$ cat src/design/crc_pkg.sv
// circle raster canvas package: word structs, mode and register codes, fsm states
// no dependencies
`default_nettype none
package crc_pkg;

  typedef enum logic [1:0] {
    MODE_CLEAR   = 2'd0,
    MODE_OUTLINE = 2'd1,
    MODE_FILLED  = 2'd2,
    MODE_READ    = 2'd3
  } mode_t;

  typedef struct packed {
    mode_t              mode;
    logic signed [19:0] ctr_col;
    logic signed [19:0] ctr_row;
    logic        [19:0] radius;
    logic        [7:0]  color;
    logic        [7:0]  pixel_x;
    logic        [7:0]  pixel_y;
  } in_word_t;

  typedef struct packed {
    logic       status;
    logic [7:0] pixel_value;
  } out_word_t;

  localparam logic [1:0] CFG_WIDTH  = 2'd0;
  localparam logic [1:0] CFG_HEIGHT = 2'd1;
  localparam logic [1:0] CFG_BG     = 2'd2;

  localparam logic STATUS_DONE   = 1'b0;
  localparam logic STATUS_REJECT = 1'b1;

  localparam int SQ_W  = 20;
  localparam int SQ_CW = 5;

  typedef enum logic [4:0] {
    ST_IDLE  = 5'b00001,
    ST_CLEAR = 5'b00010,
    ST_READ  = 5'b00100,
    ST_SETUP = 5'b01000,
    ST_SCAN  = 5'b10000
  } state_t;

endpackage
`default_nettype wire

$ cat src/design/crc_sq.sv
// serial shift-add squarer, one multiplier bit per cycle
// depends on crc_pkg
`default_nettype none
module crc_sq (
  input  wire logic                          clk,
  input  wire logic                          rst_n,
  input  wire logic                          sq_start,
  input  wire logic [crc_pkg::SQ_W-1:0]      sq_op,
  output logic                               sq_done,
  output logic      [2*crc_pkg::SQ_W-1:0]    sq_res
);

  logic                          run_r, run_nxt;
  logic                          done_r, done_nxt;
  logic [crc_pkg::SQ_CW-1:0]     cnt_r, cnt_nxt;
  logic [2*crc_pkg::SQ_W-1:0]    a_r, a_nxt;
  logic [crc_pkg::SQ_W-1:0]      b_r, b_nxt;
  logic [2*crc_pkg::SQ_W-1:0]    acc_r, acc_nxt;

  always_comb begin
    run_nxt  = run_r;
    done_nxt = 1'b0;
    cnt_nxt  = cnt_r;
    a_nxt    = a_r;
    b_nxt    = b_r;
    acc_nxt  = acc_r;
    if (sq_start) begin
      run_nxt = 1'b1;
      cnt_nxt = '0;
      a_nxt   = (2*crc_pkg::SQ_W)'(sq_op);
      b_nxt   = sq_op;
      acc_nxt = '0;
    end else if (run_r) begin
      acc_nxt = acc_r + (b_r[0] ? a_r : '0);
      a_nxt   = {a_r[2*crc_pkg::SQ_W-2:0], 1'b0};
      b_nxt   = {1'b0, b_r[crc_pkg::SQ_W-1:1]};
      cnt_nxt = cnt_r + 1'b1;
      if (cnt_r == crc_pkg::SQ_CW'(crc_pkg::SQ_W - 1)) begin
        run_nxt  = 1'b0;
        done_nxt = 1'b1;
      end
    end
  end

  always_ff @(posedge clk) begin
    if (!rst_n) begin
      run_r  <= 1'b0;
      done_r <= 1'b0;
    end else begin
      run_r  <= run_nxt;
      done_r <= done_nxt;
    end
  end

  always_ff @(posedge clk) begin
    cnt_r <= cnt_nxt;
    a_r   <= a_nxt;
    b_r   <= b_nxt;
    acc_r <= acc_nxt;
  end

  assign sq_done = done_r;
  assign sq_res  = acc_r;

endmodule
`default_nettype wire

$ cat config.mk
export PLATFORM = sky130hd
export DESIGN_NAME = crc_sq
export DESIGN_NICKNAME = d
export VERILOG_FILES = /design/src/design/crc_pkg.sv /design/src/design/crc_sq.sv
export SDC_FILE = /design/constraint.sdc
export NUM_CORES = 1
export LEC_CHECK = 0
export ABC_AREA = 1
export ABC_CLOCK_PERIOD_IN_PS = 4100
export BUFFER_PORTS_ARGS = -buffer_cell sky130_fd_sc_hd__buf_2
export CAP_MARGIN = 20
export CORE_ASPECT_RATIO = 0.5
export CORE_MARGIN = 8
export CORE_UTILIZATION = 60
export DETAILED_ROUTE_END_ITERATION = 7
export GPL_TIMING_DRIVEN = 0
export PLACE_DENSITY = 0.88
export SYNTH_ARGS = -nofsm -noshare
export SYNTH_HDL_FRONTEND = slang
export SYNTH_SLANG_ARGS = --single-unit
$ cat constraint.sdc
create_clock -name clk -period 4.1 [get_ports clk]
set_input_delay 0.205 -clock clk [delete_from_list [all_inputs] [get_ports clk]]
set_output_delay 0.205 -clock clk [all_outputs]
set_load 0.01 [all_outputs]
# Yosys cells after proc, flatten, opt, wreduce, memory -nomap -nowiden
# Index checks and enable logic that the tools add are counted.
dict set report totals {
  ff_bits 107
  output_inout_bits 41
  word_cells 23
}
dict set report op_classes {
  addsub 2
  eq_ne 1
  muxes 9
  n_bitwise 2
  n_reduce_logical 2
}
# operator n
set ops {}
lappend ops {{$mux W20} 4}
lappend ops {{$add A40 B40 Y40} 1}
lappend ops {{$mux W40} 1}
lappend ops {{$add A5 B1 Y5 const B} 1}
lappend ops {{$eq A5 B5 Y1 const B} 1}
lappend ops {{$mux W1} 4}
lappend ops {{$reduce_or A3 Y1} 1}
lappend ops {{$not A1 Y1} 2}
lappend ops {{$reduce_bool A2 Y1} 1}

# Depth between registers and ports, before layout
dict set report depth {
  ltp_word 4
  ltp_mapped 18
}

# Worst setup path after synthesis
# No wires, ideal clock.
dict set report synth_path {
  kind {register to register}
  start {register b_r[0] (netlist name)}
  end {register acc_r, in the netlist sq_res[38]}
  setup_time_ns 0.113
  t_arrival_ns 2.317
  setup_slack_ns 1.670
  stages_incl_launch_ff 17
  n_path_buf 2
  period_less_slack_ns 2.430
  cell_sequence {edfxtp_1 > clkbuf_1 > buf_1 > nand2_1 > inv_1 > ha_1 > fa_1 > nand3_1 > nand3_1 > nand2_1 > nand2_1 > nand2_1 > nand3_2 > nand2_1 > nand3_1 > nand3_1 > nand2_1}
}
dict set report synth_between {
  elab_chain_cells 2
}
# item line_no
set synth_rtl {}
lappend synth_rtl {{start: declaration} crc_sq.sv:17} ;# logic [crc_pkg::SQ_W-1:0] b_r, b_nxt;
lappend synth_rtl {{start signal: assignment} crc_sq.sv:58} ;# b_r <= b_nxt;
lappend synth_rtl {{$mux W40} crc_sq.sv:34} ;# acc_nxt = acc_r + (b_r[0] ? a_r : '0);
lappend synth_rtl {{$add A40 B40 Y40} crc_sq.sv:34}
lappend synth_rtl {{end signal: assignment} crc_sq.sv:59} ;# acc_r <= acc_nxt;
lappend synth_rtl {{end: declaration} crc_sq.sv:18} ;# logic [2*crc_pkg::SQ_W-1:0] acc_r, acc_nxt;
# No other way between the ends.
# A chain may end at the register's enable or synchronous reset.

# Final worst setup path
# Ends and elaborated chain as after synthesis.

==> impl_metrics.toml <==
[critical_path]
cp-startpoint = "b_r[0]"
worstReg2RegStart = "b_r[0]"
critPathArrivalTime_ns = 3.40
endpoint = "sq_res[38]"
required_ns = 4.35
r2r-end = "sq_res[38]"
worst-path-max-fanout = 10
worst-r2r-cell-count = 16
crit_path_end_kind = "flop"
start_kind = "flop"
worst-r2r-setup-slack_ns = 0.95
worst-setup-path-type = "flop to flop"

[cells_and_area]
fin_util_pct = 69.4
final_nets = 1201
area_growth_pct = 11.4
drive_gt1_share_pct = 8.41
diodes = 0
final_cell_count_no_fill = 1287

[cts]
cts_buffer_depth = 2
cts-root-buf = "clkbuf_16"
cts_resized = 0
htreeDepth = 3
numCtsBuffers = 9
ctsHoldBuffers = 0
clk_pin_slew_ns = 0.07
postCtsSetupBuffers = 0
cts.sink_count = 107
clkLatencyLatePin_ns = 0.36
tritoncts = "built"

[drt]
via_per_inst = 5.19
drt-total-wl_um = 18000
first_pass_iters = 5
drt_iter0_drc = 566
drc = 0
ant_nets = 0
wl_per_cell_um = 14.0
via_count = 6685

[synthesis]
synth_edf_count = 40
yosysSeqAreaShare_pct = 36.7
netlist_instances = 1063
synth_seq_cells = 107
async_flop_share_pct = 0
synthesis.area_mm2 = 0.00692
ys_types = 28
synth_ff_type = "dfxtp_1"
syn_area_per_cell_um2 = 6.51
ys.warnings.count = 0
synthesis.nets = 1127

[floorplanning]
die_w_um = 168
dieArea_mm2 = 0.0154
row_count = 27
die_h_um = 92.0
core_mm2 = 0.0111
io-pin-count = 64
start_util_pct = 62.3

[timing]
setup_tns_ns = 0
drv_slew = 0
max_freq_mhz = 318
rsz0062_at_grt = "no"
finClkSkew_ns = 0.00890
max_slew_margin_pct = 60.4
post-route-period-util_pct = 76.8
finalCriticalPeriod_ns = 3.15
hold_viol = 0
setup_viol = 0
max_slew.worst_pin.slew_ns = 0.593

[global_route]
grt_max_degree = 40
grt_usage_pct = 23.4
met2_usage_pct = 38.1
grt_overflow = 0
gr-usage-met3_pct = 4.40
antenna_found_initial = 0
busiest_layer = "met2"
grt_use_met1_pct = 31.1
grt_pass1_wl_um = 29700
grt_pass1_vias = 6335

[placement]
placed_cells = 1271
portBuffers = 62
routabilityCongestion = 0.968
dp_hpwl_um = 14400

[run]
maxCapViolCount = 0

[power]
power_mw = 2.36
leakage_nw = 4.34
power_density_mw_per_mm2 = 307
peakVddDrop_v = 0.000240

[run_status]
status = "finished, final reports clean"

[worst_hold_path]
holdCritPathClass = "input pin to flop"
report_power, final:
group / switching (mW) / internal (mW) / total (mW) / leakage [nW]
Sequential: 0.0347 / 1.17 / 1.20 / 0.953
Clock: 0.429 / 0.420 / 0.850 / 0.131
Combinational: 0.203 / 0.108 / 0.310 / 3.25
cell type report:
type / instances / area [um^2]
Clock inverter: 6 / 47.5
Buffer: 23 / 91.3
Clock buffer: 10 / 229
Timing Repair Buffer: 63 / 330
Sequential cell: 107 / 2540
Tap cell: 145 / 181
Inverter: 193 / 724
Fill cell: 1013 / 3400
Multi-Input combinational cell: 740 / 3560
critical path, cell delays in order, from the launching register on:
cell,delay (ns)
edfxtp_1,0.43
clkbuf_1,0.24
buf_1,0.31
nand2_1,0.13
inv_1,0.05
ha_1,0.23
fa_1,0.45
nand3_1,0.11
nand3_1,0.17
nand2_1,0.10
nand2_1,0.13
nand2_1,0.13
nand3_2,0.19
nand2_1,0.15
nand3_1,0.07
nand3_1,0.09
nand2_1,0.05
worst min path at each step:
stage	start	end	slack [ns]	depth (start not counted)
2_1_floorplan	rst_n	sq_done	0.33	2
3_3_place_gp	a_r[39]	a_r[39]	0.45	2
3_5_place_dp	cnt_r[4]	cnt_r[4]	0.45	1
4_1_cts	rst_n	run_r	0.09	3
5_1_grt	rst_n	sq_done	0.1	3
6_report	rst_n	run_r	0.09	3
per-stage QoR:
step                area (um^2)  setup slack (ns)  hold WS, ns
detailed placement         7430              1.04        0.454
CTS                        7710              1.01       0.0875
global route               7710             0.673       0.0966
finish                     7710             0.952       0.0892
global placement           7410              1.07        0.446
floorplan                  6920              1.67        0.332
flip-flops by register name, indices dropped and copies added, names as in the netlist:
name	count
sq_done	1
cnt_r	5
sq_res	40
run_r	1
a_r	40
b_r	20
cells in the mapped netlist (2+ instances only):
| cell type | n | area share, % |
|---|---|---|
| a22o_1 | 2 | 0.25 |
| clkbuf_1 | 19 | 1.0 |
| nor2_1 | 68 | 3.7 |
| nor2_2 | 3 | 0.27 |
| inv_1 | 193 | 10 |
| nor3_1 | 7 | 0.51 |
| buf_2 | 3 | 0.22 |
| edfxtp_1 | 40 | 17 |
| a21oi_1 | 37 | 2.7 |
| nand4_1 | 2 | 0.18 |
| o21ai_0 | 31 | 2.2 |
| ha_1 | 40 | 7.2 |
| nand3b_1 | 3 | 0.33 |
| xnor2_1 | 18 | 2.3 |
| nand3_1 | 45 | 3.3 |
| xor2_1 | 3 | 0.38 |
| nand3_2 | 6 | 0.87 |
| o21ai_1 | 7 | 0.51 |
| dfxtp_1 | 67 | 19 |
| o22ai_1 | 18 | 1.6 |
| nand2_1 | 436 | 24 |
| o21bai_1 | 5 | 0.54 |
| nand2_2 | 5 | 0.45 |
cell families (layout without fill, tap and decap cells):
group / count (synthesis) / in the layout / synth area share [%]
AND/OR/NAND/NOR: 576 / 576 / 33.3
buffers and inverters: 216 / 295 / 11.8
flip-flops: 107 / 107 / 36.7
AO/OA/AOI/OAI: 102 / 102 / 8.04
adder cells (fa/ha/maj): 41 / 41 / 7.52
XOR/XNOR: 21 / 21 / 2.66
cell usage in the layout (no fill, tap or decap), drive strengths merged, types with 3 or more instances in the layout:
master / count
xor2: 3
nor2: 71
nand3: 51
ha: 40
xnor2: 18
o21bai: 5
inv: 196
dfxtp: 67
nor3: 7
nand2: 441
o21ai: 38
o22ai: 18
buf: 67
clkbuf: 29
edfxtp: 40
a21oi: 37
nand3b: 3
layer usage:
metal,vias up,routed length (um)
met3,35,1160
met5,-,0
met1,3011,8390
li1,3430,-
met2,209,8030
met4,0,375
(Power assumes the default switching activity.)
